==> src/hw/rtl/psr_pkg.sv <==
// Shared constants, types and helper functions of the PID step rate controller.
`default_nettype none
package psr_pkg;

	localparam int ANGLE_WIDTH_DEF    = 17;
	localparam int INTEGRAL_WIDTH_DEF = 40;
	localparam int DRIVE_LIMIT_DEF    = 102400;

	localparam int CFG_DATA_W  = 32;
	localparam int CFG_INDEX_W = 3;
	localparam int GAIN_W      = 24;
	localparam int SCALE_W     = 32;

	localparam logic [GAIN_W-1:0]  GAIN_P_RST     = 24'd655360;
	localparam logic [GAIN_W-1:0]  GAIN_I_RST     = 24'd7;
	localparam logic [GAIN_W-1:0]  GAIN_D_RST     = 24'd327680;
	localparam logic [SCALE_W-1:0] STEP_SCALE_RST = 32'd25600000;

	typedef enum logic [CFG_INDEX_W-1:0] {
		REG_TARGET, REG_GAIN_P, REG_GAIN_I, REG_GAIN_D, REG_STEP_SCALE
	} reg_index_t;

	// Work queue between the front and the back.
	localparam int QUEUE_DEPTH = 2;

	// Operands of the multiplier are 64-bit magnitudes taken in 32-bit chunks.
	localparam int OPER_W  = 64;
	localparam int CHUNK_W = 32;
	localparam int PART_W  = GAIN_W + CHUNK_W;
	localparam int PROD_W  = GAIN_W + OPER_W;

	// Every product term saturates at this magnitude.
	localparam logic [OPER_W-1:0] TERM_LIMIT = 64'h2000_0000_0000_0000;

	typedef struct packed {
		logic [GAIN_W-1:0]  gain_p;
		logic [GAIN_W-1:0]  gain_i;
		logic [GAIN_W-1:0]  gain_d;
		logic [SCALE_W-1:0] step_scale;
	} psr_cfg_t;

	function automatic logic [OPER_W-1:0] mag64(input logic [OPER_W-1:0] x);
		logic [OPER_W-1:0] r;
		r = x[OPER_W-1] ? (~x + 64'd1) : x;
		return r;
	endfunction

endpackage
`default_nettype wire

==> src/hw/rtl/psr_queue.sv <==
// Small first-in first-out queue between the front and the back.
`default_nettype none
module psr_queue import psr_pkg::*; #(
	parameter int WIDTH = 8,
	parameter int DEPTH = QUEUE_DEPTH
) (
	input  wire logic             clk,
	input  wire logic             arst_n,
	input  wire logic             wr_en,
	input  wire logic [WIDTH-1:0] wr_data,
	output logic                  q_full,
	input  wire logic             rd_en,
	output logic [WIDTH-1:0]      rd_data,
	output logic                  q_empty
);

	localparam int PTR_W = (DEPTH > 1) ? $clog2(DEPTH) : 1;
	localparam int CNT_W = $clog2(DEPTH + 1);
	localparam logic [PTR_W-1:0] PTR_LAST = PTR_W'(DEPTH - 1);

	logic [WIDTH-1:0] slot_q [DEPTH];
	logic [PTR_W-1:0] wr_ptr_q;
	logic [PTR_W-1:0] rd_ptr_q;
	logic [CNT_W-1:0] count_q;

	assign q_full  = (count_q == CNT_W'(DEPTH));
	assign q_empty = (count_q == '0);
	assign rd_data = slot_q[rd_ptr_q];

	always_ff @(posedge clk) begin
		if (wr_en) begin
			slot_q[wr_ptr_q] <= wr_data;
		end
	end

	always_ff @(posedge clk or negedge arst_n) begin
		if (!arst_n) begin
			wr_ptr_q <= '0;
			rd_ptr_q <= '0;
			count_q  <= '0;
		end else begin
			if (wr_en) begin
				wr_ptr_q <= (wr_ptr_q == PTR_LAST) ? '0 : wr_ptr_q + 1'b1;
			end
			if (rd_en) begin
				rd_ptr_q <= (rd_ptr_q == PTR_LAST) ? '0 : rd_ptr_q + 1'b1;
			end
			if (wr_en && !rd_en) begin
				count_q <= count_q + 1'b1;
			end else if (rd_en && !wr_en) begin
				count_q <= count_q - 1'b1;
			end
		end
	end

	a_no_overrun: assert property (@(posedge clk) disable iff (!arst_n)
		q_full |-> !wr_en || rd_en)
		else $error("queue written while full");

	a_no_underrun: assert property (@(posedge clk) disable iff (!arst_n)
		rd_en |-> !q_empty)
		else $error("queue read while empty");

	a_count_bound: assert property (@(posedge clk) disable iff (!arst_n)
		count_q <= CNT_W'(DEPTH))
		else $error("queue count beyond depth");

endmodule
`default_nettype wire

==> src/hw/rtl/psr_front.sv <==
// Front part: takes angle requests, forms error, integral and derivative.
`default_nettype none
module psr_front import psr_pkg::*; #(
	parameter int ANGLE_WIDTH    = ANGLE_WIDTH_DEF,
	parameter int INTEGRAL_WIDTH = INTEGRAL_WIDTH_DEF,
	localparam int ITEM_W = (ANGLE_WIDTH + 1) + (ANGLE_WIDTH + 2) + INTEGRAL_WIDTH
) (
	input  wire logic                          clk,
	input  wire logic                          arst_n,
	input  wire logic signed [ANGLE_WIDTH-1:0] target_angle,
	input  wire logic signed [ANGLE_WIDTH-1:0] roll_angle,
	input  wire logic                          push,
	input  wire logic                          queue_full,
	output logic                               queue_wr,
	output logic [ITEM_W-1:0]                  queue_data
);

	localparam int ERR_W  = ANGLE_WIDTH + 1;
	localparam int DIFF_W = ANGLE_WIDTH + 2;
	localparam int IW     = INTEGRAL_WIDTH;
	localparam int SUM_W  = ((IW > ERR_W) ? IW : ERR_W) + 1;

	localparam logic signed [IW-1:0] ISUM_MAX = {1'b0, {(IW-1){1'b1}}};
	localparam logic signed [IW-1:0] ISUM_MIN = {1'b1, {(IW-1){1'b0}}};

	logic signed [IW-1:0]     isum_q;
	logic signed [ERR_W-1:0]  prev_err_q;
	logic signed [ERR_W-1:0]  err;
	logic signed [DIFF_W-1:0] diff;
	logic signed [SUM_W-1:0]  raw_sum;
	logic signed [IW-1:0]     isum_next;

	always_comb begin
		err     = ERR_W'(target_angle) - ERR_W'(roll_angle);
		diff    = DIFF_W'(err) - DIFF_W'(prev_err_q);
		raw_sum = SUM_W'(isum_q) + SUM_W'(err);
		if (raw_sum > SUM_W'(ISUM_MAX)) begin
			isum_next = ISUM_MAX;
		end else if (raw_sum < SUM_W'(ISUM_MIN)) begin
			isum_next = ISUM_MIN;
		end else begin
			isum_next = raw_sum[IW-1:0];
		end
	end

	assign queue_wr   = push && !queue_full;
	assign queue_data = {err, diff, isum_next};

	always_ff @(posedge clk or negedge arst_n) begin
		if (!arst_n) begin
			isum_q     <= '0;
			prev_err_q <= '0;
		end else if (queue_wr) begin
			isum_q     <= isum_next;
			prev_err_q <= err;
		end
	end

endmodule
`default_nettype wire

==> src/hw/rtl/psr_back.sv <==
// Back part: gain products, clamp and rounding, deadband and step period divide.
`default_nettype none
module psr_back import psr_pkg::*; #(
	parameter int ANGLE_WIDTH    = ANGLE_WIDTH_DEF,
	parameter int INTEGRAL_WIDTH = INTEGRAL_WIDTH_DEF,
	parameter int DRIVE_LIMIT    = DRIVE_LIMIT_DEF,
	localparam int ITEM_W  = (ANGLE_WIDTH + 1) + (ANGLE_WIDTH + 2) + INTEGRAL_WIDTH,
	localparam int DMAG_W  = $clog2(DRIVE_LIMIT + 1),
	localparam int DRIVE_W = DMAG_W + 1
) (
	input  wire logic                 clk,
	input  wire logic                 arst_n,
	input  wire psr_cfg_t             cfg,
	input  wire logic                 queue_empty,
	input  wire logic [ITEM_W-1:0]    queue_data,
	output logic                      queue_rd,
	output logic signed [DRIVE_W-1:0] drive,
	output logic                      direction,
	output logic                      halt,
	output logic [SCALE_W-1:0]        step_period,
	output logic                      empty,
	input  wire logic                 pop
);

	localparam int ERR_W  = ANGLE_WIDTH + 1;
	localparam int DIFF_W = ANGLE_WIDTH + 2;
	localparam int IW     = INTEGRAL_WIDTH;
	localparam int HALT_W = ((DMAG_W + 9) > GAIN_W) ? (DMAG_W + 9) : GAIN_W;
	localparam int DIV_CNT_W = $clog2(SCALE_W);
	localparam logic [DIV_CNT_W-1:0] DIV_LAST = DIV_CNT_W'(SCALE_W - 1);
	localparam logic [OPER_W-1:0] SUM_LIMIT = OPER_W'(DRIVE_LIMIT) << 16;
	localparam logic [OPER_W-1:0] ROUND_HALF = 64'h8000;

	typedef enum logic [3:0] {
		S_IDLE, S_LOAD, S_MUL, S_ACC, S_TERM, S_MAG, S_RND, S_DIV, S_FIN
	} state_t;

	typedef enum logic [1:0] {TERM_P, TERM_D, TERM_I} term_t;

	state_t state_q;
	term_t  term_q;
	logic   chunk_q;
	logic [DIV_CNT_W-1:0] div_cnt_q;
	logic   out_valid_q;

	logic signed [ERR_W-1:0]  err_q;
	logic signed [DIFF_W-1:0] diff_q;
	logic signed [IW-1:0]     isum_q;
	logic [OPER_W-1:0] mag_q;
	logic              neg_q;
	logic [GAIN_W-1:0] gain_q;
	logic [PART_W-1:0] part_q;
	logic [PROD_W-1:0] prod_q;
	logic signed [OPER_W-1:0] sum_q;
	logic [OPER_W-1:0] smag_q;
	logic              sneg_q;
	logic              dir_q;
	logic [DMAG_W-1:0] dmag_q;
	logic              hlt_q;
	logic [SCALE_W-1:0] quot_q;
	logic [DMAG_W-1:0]  rem_q;

	logic [OPER_W-1:0] oper;
	logic [GAIN_W-1:0] oper_gain;
	logic [OPER_W-1:0] term_mag;
	logic [OPER_W-1:0] clamped;
	logic [OPER_W-1:0] rounded;
	logic [DMAG_W-1:0] dmag_next;
	logic              halt_next;
	logic [DMAG_W:0]   trial;
	logic              trial_ge;
	logic              out_load;

	assign queue_rd = (state_q == S_IDLE) && !queue_empty;
	assign out_load = (state_q == S_FIN) && (!out_valid_q || pop);
	assign empty    = !out_valid_q;

	always_comb begin
		case (term_q)
			TERM_P: begin
				oper      = OPER_W'(err_q);
				oper_gain = cfg.gain_p;
			end
			TERM_D: begin
				oper      = OPER_W'(diff_q);
				oper_gain = cfg.gain_d;
			end
			TERM_I: begin
				oper      = OPER_W'(isum_q);
				oper_gain = cfg.gain_i;
			end
			default: begin
				oper      = '0;
				oper_gain = '0;
			end
		endcase

		term_mag = (prod_q > PROD_W'(TERM_LIMIT)) ? TERM_LIMIT : prod_q[OPER_W-1:0];

		clamped   = (smag_q > SUM_LIMIT) ? SUM_LIMIT : smag_q;
		rounded   = clamped + ROUND_HALF;
		dmag_next = rounded[16 +: DMAG_W];
		// Deadband: the drive is zero or, in degrees, below half the proportional gain.
		halt_next = (dmag_next == '0) ||
			(HALT_W'({dmag_next, 9'b0}) < HALT_W'(cfg.gain_p));

		trial    = {rem_q, quot_q[SCALE_W-1]};
		trial_ge = (trial >= {1'b0, dmag_q});
	end

	always_ff @(posedge clk) begin
		case (state_q)
			S_IDLE: begin
				if (queue_rd) begin
					{err_q, diff_q, isum_q} <= queue_data;
				end
				sum_q <= '0;
			end
			S_LOAD: begin
				mag_q  <= mag64(oper);
				neg_q  <= oper[OPER_W-1];
				gain_q <= oper_gain;
			end
			S_MUL: begin
				part_q <= PART_W'(gain_q) *
					PART_W'(chunk_q ? mag_q[OPER_W-1:CHUNK_W] : mag_q[CHUNK_W-1:0]);
			end
			S_ACC: begin
				prod_q <= chunk_q ? (prod_q + (PROD_W'(part_q) << CHUNK_W)) :
					PROD_W'(part_q);
			end
			S_TERM: begin
				sum_q <= neg_q ? (sum_q - signed'(term_mag)) : (sum_q + signed'(term_mag));
			end
			S_MAG: begin
				smag_q <= mag64(sum_q);
				sneg_q <= sum_q[OPER_W-1];
				dir_q  <= !sum_q[OPER_W-1] && (sum_q != '0);
			end
			S_RND: begin
				dmag_q <= dmag_next;
				hlt_q  <= halt_next;
				quot_q <= cfg.step_scale;
				rem_q  <= '0;
			end
			S_DIV: begin
				// Restoring division, one quotient bit per cycle.
				rem_q  <= trial_ge ? DMAG_W'(trial - {1'b0, dmag_q}) : trial[DMAG_W-1:0];
				quot_q <= {quot_q[SCALE_W-2:0], trial_ge};
			end
			default: begin
			end
		endcase
	end

	always_ff @(posedge clk or negedge arst_n) begin
		if (!arst_n) begin
			state_q     <= S_IDLE;
			term_q      <= TERM_P;
			chunk_q     <= 1'b0;
			div_cnt_q   <= '0;
			out_valid_q <= 1'b0;
			drive       <= '0;
			direction   <= 1'b0;
			halt        <= 1'b0;
			step_period <= '0;
		end else begin
			if (out_load) begin
				out_valid_q <= 1'b1;
				drive       <= sneg_q ? -signed'(DRIVE_W'(dmag_q)) : signed'(DRIVE_W'(dmag_q));
				direction   <= dir_q;
				halt        <= hlt_q;
				step_period <= hlt_q ? '0 : quot_q;
			end else if (pop) begin
				out_valid_q <= 1'b0;
			end

			case (state_q)
				S_IDLE: begin
					if (queue_rd) begin
						term_q  <= TERM_P;
						state_q <= S_LOAD;
					end
				end
				S_LOAD: begin
					chunk_q <= 1'b0;
					state_q <= S_MUL;
				end
				S_MUL: state_q <= S_ACC;
				S_ACC: begin
					if (!chunk_q) begin
						chunk_q <= 1'b1;
						state_q <= S_MUL;
					end else begin
						state_q <= S_TERM;
					end
				end
				S_TERM: begin
					case (term_q)
						TERM_P: begin
							term_q  <= TERM_D;
							state_q <= S_LOAD;
						end
						TERM_D: begin
							term_q  <= TERM_I;
							state_q <= S_LOAD;
						end
						default: state_q <= S_MAG;
					endcase
				end
				S_MAG: state_q <= S_RND;
				S_RND: begin
					div_cnt_q <= '0;
					state_q   <= halt_next ? S_FIN : S_DIV;
				end
				S_DIV: begin
					div_cnt_q <= div_cnt_q + 1'b1;
					if (div_cnt_q == DIV_LAST) begin
						state_q <= S_FIN;
					end
				end
				S_FIN: begin
					if (out_load) begin
						state_q <= S_IDLE;
					end
				end
				default: state_q <= S_IDLE;
			endcase
		end
	end

	a_div_nonzero: assert property (@(posedge clk) disable iff (!arst_n)
		state_q == S_DIV |-> dmag_q != '0)
		else $error("divide started with zero drive magnitude");

	a_halt_period: assert property (@(posedge clk) disable iff (!arst_n)
		!empty && halt |-> step_period == '0)
		else $error("halted result carries a step period");

	a_drive_limit: assert property (@(posedge clk) disable iff (!arst_n)
		!empty |-> (drive <= DRIVE_LIMIT) && (drive >= -DRIVE_LIMIT))
		else $error("drive beyond its limit");

endmodule
`default_nettype wire

==> src/hw/rtl/pid_step_rate_controller_core.sv <==
// PID roll controller with clamp, deadband and step period: top level.
//
// Angle requests enter through push/full: one request is taken at each edge
// with push high and full low. Results leave through empty/pop: the oldest
// result sits on drive, direction, halt and step_period while empty is low and
// is taken at an edge with pop high. Gains, set point and step scale are
// written through cfg_valid/cfg_ready/cfg_index/cfg_data; the user must
// write them only while the block is idle, which the block does not enforce.
// cfg_ready is always high and unknown indexes are dropped. The front
// computes error, integral and derivative in the cycle a request is taken
// and hands it to a two-entry queue, so up to two requests are held while
// the back works or while a result waits. The back works on one request
// at a time: three gain products through one 24x32 multiplier in two
// chunks each, then a restoring divide for the step period, skipped when
// the result is halted. It takes a new request from the queue only once it
// is idle again. When pop stays low the finished result is held, the back
// then stalls, and full rises once the queue fills. Reset empties the
// queue, clears integral and last error and loads the default register
// values.
`default_nettype none
module pid_step_rate_controller_core import psr_pkg::*; #(
	parameter int ANGLE_WIDTH    = ANGLE_WIDTH_DEF,
	parameter int INTEGRAL_WIDTH = INTEGRAL_WIDTH_DEF,
	parameter int DRIVE_LIMIT    = DRIVE_LIMIT_DEF,
	localparam int DRIVE_W = $clog2(DRIVE_LIMIT + 1) + 1
) (
	input  wire logic                          clk,
	input  wire logic                          arst_n,
	input  wire logic                          push,
	output logic                               full,
	input  wire logic signed [ANGLE_WIDTH-1:0] roll_angle,
	output logic                               empty,
	input  wire logic                          pop,
	output logic signed [DRIVE_W-1:0]          drive,
	output logic                               direction,
	output logic                               halt,
	output logic [SCALE_W-1:0]                 step_period,
	input  wire logic                          cfg_valid,
	output logic                               cfg_ready,
	input  wire logic [CFG_INDEX_W-1:0]        cfg_index,
	input  wire logic [CFG_DATA_W-1:0]         cfg_data
);

	localparam int ITEM_W = (ANGLE_WIDTH + 1) + (ANGLE_WIDTH + 2) + INTEGRAL_WIDTH;

	psr_cfg_t                      cfg_q;
	logic signed [ANGLE_WIDTH-1:0] target_angle_q;
	logic                          queue_wr;
	logic                          queue_rd;
	logic                          queue_full;
	logic                          queue_empty;
	logic [ITEM_W-1:0]             queue_wdata;
	logic [ITEM_W-1:0]             queue_rdata;

	assign cfg_ready = 1'b1;
	assign full      = queue_full;

	always_ff @(posedge clk or negedge arst_n) begin
		if (!arst_n) begin
			target_angle_q   <= '0;
			cfg_q.gain_p     <= GAIN_P_RST;
			cfg_q.gain_i     <= GAIN_I_RST;
			cfg_q.gain_d     <= GAIN_D_RST;
			cfg_q.step_scale <= STEP_SCALE_RST;
		end else if (cfg_valid && cfg_ready) begin
			case (cfg_index)
				REG_TARGET:     target_angle_q   <= cfg_data[ANGLE_WIDTH-1:0];
				REG_GAIN_P:     cfg_q.gain_p     <= cfg_data[GAIN_W-1:0];
				REG_GAIN_I:     cfg_q.gain_i     <= cfg_data[GAIN_W-1:0];
				REG_GAIN_D:     cfg_q.gain_d     <= cfg_data[GAIN_W-1:0];
				REG_STEP_SCALE: cfg_q.step_scale <= cfg_data[SCALE_W-1:0];
				default: begin
				end
			endcase
		end
	end

	psr_front #(
		.ANGLE_WIDTH    (ANGLE_WIDTH),
		.INTEGRAL_WIDTH (INTEGRAL_WIDTH)
	) u_front (
		.clk          (clk),
		.arst_n       (arst_n),
		.target_angle (target_angle_q),
		.roll_angle   (roll_angle),
		.push         (push),
		.queue_full   (queue_full),
		.queue_wr     (queue_wr),
		.queue_data   (queue_wdata)
	);

	psr_queue #(
		.WIDTH (ITEM_W),
		.DEPTH (QUEUE_DEPTH)
	) u_queue (
		.clk     (clk),
		.arst_n  (arst_n),
		.wr_en   (queue_wr),
		.wr_data (queue_wdata),
		.q_full  (queue_full),
		.rd_en   (queue_rd),
		.rd_data (queue_rdata),
		.q_empty (queue_empty)
	);

	psr_back #(
		.ANGLE_WIDTH    (ANGLE_WIDTH),
		.INTEGRAL_WIDTH (INTEGRAL_WIDTH),
		.DRIVE_LIMIT    (DRIVE_LIMIT)
	) u_back (
		.clk         (clk),
		.arst_n      (arst_n),
		.cfg         (cfg_q),
		.queue_empty (queue_empty),
		.queue_data  (queue_rdata),
		.queue_rd    (queue_rd),
		.drive       (drive),
		.direction   (direction),
		.halt        (halt),
		.step_period (step_period),
		.empty       (empty),
		.pop         (pop)
	);

endmodule
`default_nettype wire

==> config.mk <==
export PLATFORM = sky130hd
export DESIGN_NAME = pid_step_rate_controller_core
export DESIGN_NICKNAME = d
export VERILOG_FILES = /design/src/hw/rtl/psr_pkg.sv /design/src/hw/rtl/psr_queue.sv /design/src/hw/rtl/psr_front.sv /design/src/hw/rtl/psr_back.sv /design/src/hw/rtl/pid_step_rate_controller_core.sv
export SDC_FILE = /design/constraint.sdc
export NUM_CORES = 2
export LEC_CHECK = 0
export BUFFER_PORTS_ARGS = -buffer_cell sky130_fd_sc_hd__buf_2
export CAP_MARGIN = 20
export CORE_MARGIN = 2
export CORE_UTILIZATION = 65
export DETAILED_ROUTE_END_ITERATION = 10
export GPL_ROUTABILITY_DRIVEN = 0
export GPL_TIMING_DRIVEN = 1
export HOLD_SLACK_MARGIN = 0.08
export PLACE_DENSITY = 0.82
export SLEW_MARGIN = 20
export SYNTH_ARGS = -nofsm -noshare
export SYNTH_HDL_FRONTEND = slang
export SYNTH_SLANG_ARGS = --single-unit
==> constraint.sdc <==
create_clock -name clk -period 9.88 [get_ports clk]
set_clock_uncertainty 0.15 [all_clocks]
set_input_delay 0.988 -clock clk [delete_from_list [all_inputs] [get_ports clk]]
set_output_delay 0.988 -clock clk [all_outputs]
set_load 0.03 [all_outputs]
---- Word-level counts from Yosys, hierarchy flattened ----
Memories as Yosys holds them, arrays and structs flattened. A register that Yosys moved wholly into a read port is not among the register bits.
Cells that the tools add are included.
storage, ports and cells
  logic and storage cells ................. 152
  memories ................................ 1
  register bits ........................... 678
  memory bits (writable) .................. 154
cells by class
  bitwise gates (word level) .............. 2
  reductions and logical operators ........ 34
  $add $sub $neg .......................... 16
  $lt $le $gt $ge ......................... 6
  multipliers ............................. 1
  eq/ne operators ......................... 20
  mux-type cells .......................... 37
memory list
  name            depth  bits a word  read ports  clocked after memory_dff  write ports  RTL line         source
  u_queue.slot_q  2      77           1           1                         1            psr_queue.sv:21  logic [WIDTH-1:0] slot_q [DEPTH];
operator list
  operator                                               count
  case mux 64 bit (3 select lines)                       1
  adder 64 x 1 -> 64 bit (second input constant)         2
  2-to-1 mux 64 bit                                      2
  NOT 64 bit                                             2
  case mux 64 bit (2 select lines)                       1
  2-to-1 mux 63 bit                                      2
  adder 88 bit                                           1
  > comparator 88 x 62 -> 1 bit (second input constant)  1
  2-to-1 mux 40 bit                                      2
  case mux 24 bit (3 select lines)                       1
  adder 64 bit                                           1
  > comparator 64 x 33 -> 1 bit (second input constant)  1
  2-to-1 mux 32 bit                                      2
  case mux 32 bit (2 select lines)                       1
  nonzero test 64 bit                                    1
  subtractor 64 bit                                      1
  multiplier 24 x 56 -> 56 bit                           1
  2-to-1 mux 56 bit                                      1
  adder 40 x 18 -> 41 bit                                1
  > comparator 41 x 40 -> 1 bit (second input constant)  1
  < comparator 41 x 40 -> 1 bit (second input constant)  1
  case mux 4 bit (9 select lines)                        1
  case mux 17 bit (2 select lines)                       1
  adder 33 x 16 -> 33 bit (second input constant)        1
  44 further kinds                                       86

---- Depth between registers and ports, before layout ----
  word-level depth ........................ 7
  depth in mapped cells ................... 32
  mapped depth without buffers ............ 29

---- By module ----
Synthesis repeated with hierarchy kept, for this count alone.
second synthesis, totals
  cells, all modules ...................... 7491
  area, all modules ....................... 76215.6 µm²
by module, submodules not included
  module                         area an instance (µm²)  cells each  sequential area each (µm²)  times used
  psr_back                       58831.4                 6084        16851.2                     1
  psr_front                      6964.2                  889         1451.4                      1
  psr_queue                      5823.1                  256         4724.5                      1
  pid_step_rate_controller_core  4596.9                  262         3044.2                      1

---- Worst setup path before layout ----
No wires, ideal clock.
  kind .................................... register to register
  start ................................... reg u_back.chunk_q
  end ..................................... reg u_back.part_q[50] (data pin)
  slack ................................... 1.416 ns
  data required time ...................... 9.465 ns
  arrival time ............................ 8.049 ns
  cell stages (with the launch flop) ...... 30
  library setup time ...................... 0.265 ns
  buffers on the path ..................... 3
  cells stage by stage .................... dfrtp_1 clkbuf_1 mux2_2 clkbuf_1 and2_1 fa_1 fa_1 inv_1 fa_1 fa_1 inv_1 fa_1 fa_1 inv_1 fa_1 inv_1 ha_1 clkbuf_1 nand2_1 o211ai_1 o21ai_0 o21ai_0 a21oi_1 o311ai_0 a21oi_1 o311ai_0 o41a_1 a21oi_1 o21ai_0 xor2_1
on the way
  longest elaborated chain between the ends .. 2
ends and longest elaborated chain
  item                          RTL line         source
  start: declaration            psr_back.sv:42   logic chunk_q;
  start signal: assignment      psr_back.sv:160  chunk_q <= 1'b0;
  start signal: assignment      psr_back.sv:186  chunk_q <= 1'b0;
  start signal: assignment      psr_back.sv:192  chunk_q <= 1'b1;
  2-to-1 mux 32 bit             psr_back.sv:126  PART_W'(chunk_q ? mag_q[OPER_W-1:CHUNK_W] : mag_q[CHUNK_W-1:0]);
  multiplier 24 x 56 -> 56 bit  psr_back.sv:125  part_q <= PART_W'(gain_q) *
  end signal: assignment        psr_back.sv:125
  end: declaration              psr_back.sv:52   logic [PART_W-1:0] part_q;
No other way between the ends.
A chain may end at the register's enable or synchronous reset.

---- Worst setup path after layout ----
  start ................................... reg u_back.chunk_q
  end ..................................... reg u_back.part_q[55] (data pin)
The elaborated chain is that of the path after synthesis.

==> out/qor.yml <==
slew_headroom_pct: 28.3
worst-path-buf-inv: 6
post-route-min-period_ns: 9.15
path_clk_slew_ns: 0.06
dp_hpwl_um: 133000
cp_slowest_cell: "dfrtp_4"
h-tree-depth: 3
drc: 0
drv_slew: 0
cap_viol_max_count: 0
vias: 54000
post_drt_via_cell_ratio: 6.08
post_drt_wl_per_cell_um: 20.3
cts_made_buffers: 89
drt_first_pass_iters: 7
clockBufferDepth: 3
nFillCells: 7918
post_cts.repair.setup_buffers: 0
postRouteAntennaNets: 0
synth_edf_count: 661
fmax_mhz: 109
die_h_um: 342
layout_common_cells: "885 x inv_1, 803 x nand2_1, 664 x fa_1, 661 x edfxtp_1"
drive_gt1_share_pct: 9.50
met3_usage_pct: 5.63
postCtsHoldBufs: 0
dieArea_mm2: 0.117
status: "complete, no violations"
ys_seq_elements: 909
critical_path_required_ns: 10.17
endpoint_kind: "flip-flop"
syn-cell-area_mm2: 0.0742
root_buffer: "clkbuf_16"
setup_viol: 0
grt_max_degree: 113
start_util_pct: 65.7
yosys_warnings: 0
worstMarginPinSlew_ns: 1.08
final.period_utilization_pct: 92.7
syn_area_per_cell_um2: 10.2
use_met1_pct: 40.6
ioPinCount: 112
rows: 123
hp-class: "primary input to async pin"
synth_top_area_share_pct: 26.7
synth_ff_type: "edfxtp_1"
cts-resized-gates: 0
antenna_found_initial: 2
grt_pass1_vias: 54400
portBuffers: 110
cts_tree: "yes"
path_max_fanout: 33
n_antenna_cell: 0
finalWirelength_um: 180000
synthToLayoutAreaGrowth_pct: 6.89
max_stage_delay_ns: 0.71
nets: 8430
crit_type: "flip-flop to flip-flop"
clock_sinks: 909
grt_pass1_wl_um: 289000
rsz0062_at_grt: "false"
die_width_um: 342
synthTopCellsByArea: "edfxtp_1 27%, fa_1 18%, dfrtp_1 7.9%, ha_1 7.0%, inv_1 4.5%"
setup_tns_ns: 0
core_area_mm2: 0.113
yosysSeqAreaShare_pct: 35.1
clk_latency_ns: 0.68
final_common_cell: "inv_1"
cp_top_family: "adder cells"
critPathMostFrequentCell: "fa_1"
yosys.cell_types.count: 87
met2_usage_pct: 51.5
netlist_instances: 7307
hold_ws_ns: 0.228
grt_use_total_pct: 31.0
grt.busiest_layer: "met2"
critPathArrivalTime_ns: 9.44
drtIter0Drc: 4691
async_flop_share_pct: 27.3
hold_viol: 0
yosys.area.top_type: "edfxtp_1"
worst_setup_path_start_kind: "flip-flop"
grt_overflow: 0
-- state kept, by name, summed over array words and instances, names as in the netlist, 19 cells and up --
name	count
u_back.step_period	32
u_back.prod_q	88
u_queue.slot_q	154
u_front.isum_q	40
u_back.sum_q	64
u_back.mag_q	64
u_back.isum_q	40
u_back.diff_q	19
u_back.gain_q	24
u_back.smag_q	64
cfg_q	104
u_back.quot_q	32
u_back.part_q	56
-- per-stage QoR --
stage / worst slack [ns] / utilization (%) / cell area (µm²) / instances
6_report: 0.726 / 70.2 / 79300 / 8871
2_1_floorplan: 1.42 / - / 74300 / 7330
3_5_place_dp: 0.462 / 67.5 / 76300 / 8703
3_3_place_gp: 0.752 / 67.5 / 76300 / 8703
4_1_cts: 0.465 / 70.2 / 79300 / 8871
5_1_grt: 0.118 / 70.2 / 79300 / 8871
-- cells in the mapped netlist, drive strengths merged, types with 84 or more instances --
master	instances
inv	888
nand2	806
fa	664
edfxtp	661
and2	416
ha	415
nor2	393
a21oi	361
o21ai	338
mux2	290
clkbuf	289
dfrtp	235
xnor2	229
xor2	151
a21o	146
nand3	98
nor3	85
nand2b	84
-- worst paths after layout --
path	startpoint	endpoint	slack, ns	depth (start not counted)
min	arst_n	u_queue.wr_ptr_q	0.23	1
max	u_back.chunk_q	u_back.part_q[55]	0.73	28
min reg2reg	u_back.drive[12]	u_back.drive[12]	0.32	2
min in group clk	u_back.drive[12]	u_back.drive[12]	0.32	2
max in group asynchronous	arst_n	u_back.drive[8]	7.94	2
max reg2reg	u_back.chunk_q	u_back.part_q[55]	0.73	28
-- metal layers --
layer	vias to the layer above	part of all wire (%)	wire length (µm)
met2	2377	48	87200
met5	-	0.0072	13
li1	24400	-	-
met4	2	4.4	7940
met3	507	8.1	14500
met1	26700	39	70500
-- area by class of cell --
class                      instances  area, µm²  area share, %
clock buffer                     121       2590           3.26
clock inverter                    47        472          0.594
inverter                         888       3330           4.20
multi-input combinational       5212      43800           55.2
sequential                       909      26100           32.9
tap                             1500       1880           2.37
timing repair buffer             194       1200           1.51
-- worst register-to-register path, delay by kind of cell (launching register included) --
kind	cells	cell delay [ns]
buf+inv	6	0.64
mux	1	0.56
fa+ha+maj	8	4.01
xor+xnor	1	0.11
simple gates	7	1.56
compound gates	5	1.18
flops	1	0.71
-- cells by family (layout without fill, tap and decap cells) --
| family | after synthesis | after routing | synth area share [%] |
|---|---|---|---|
| other | 2 | 25 | 0.0101 |
| XOR/XNOR | 380 | 380 | 4.48 |
| multiplexers | 346 | 346 | 5.15 |
| adder cells (fa/ha/maj) | 1084 | 1084 | 25.0 |
| flip-flops | 909 | 909 | 35.1 |
| AND/OR/NAND/NOR | 2189 | 2189 | 14.3 |
| AO/OA/AOI/OAI | 1188 | 1188 | 9.86 |
| buffers and inverters | 1209 | 1250 | 6.13 |
Power is left out: the tool's default activity adds up to more than one toggle a clock period on the data nets, which glitch-free logic cannot reach.
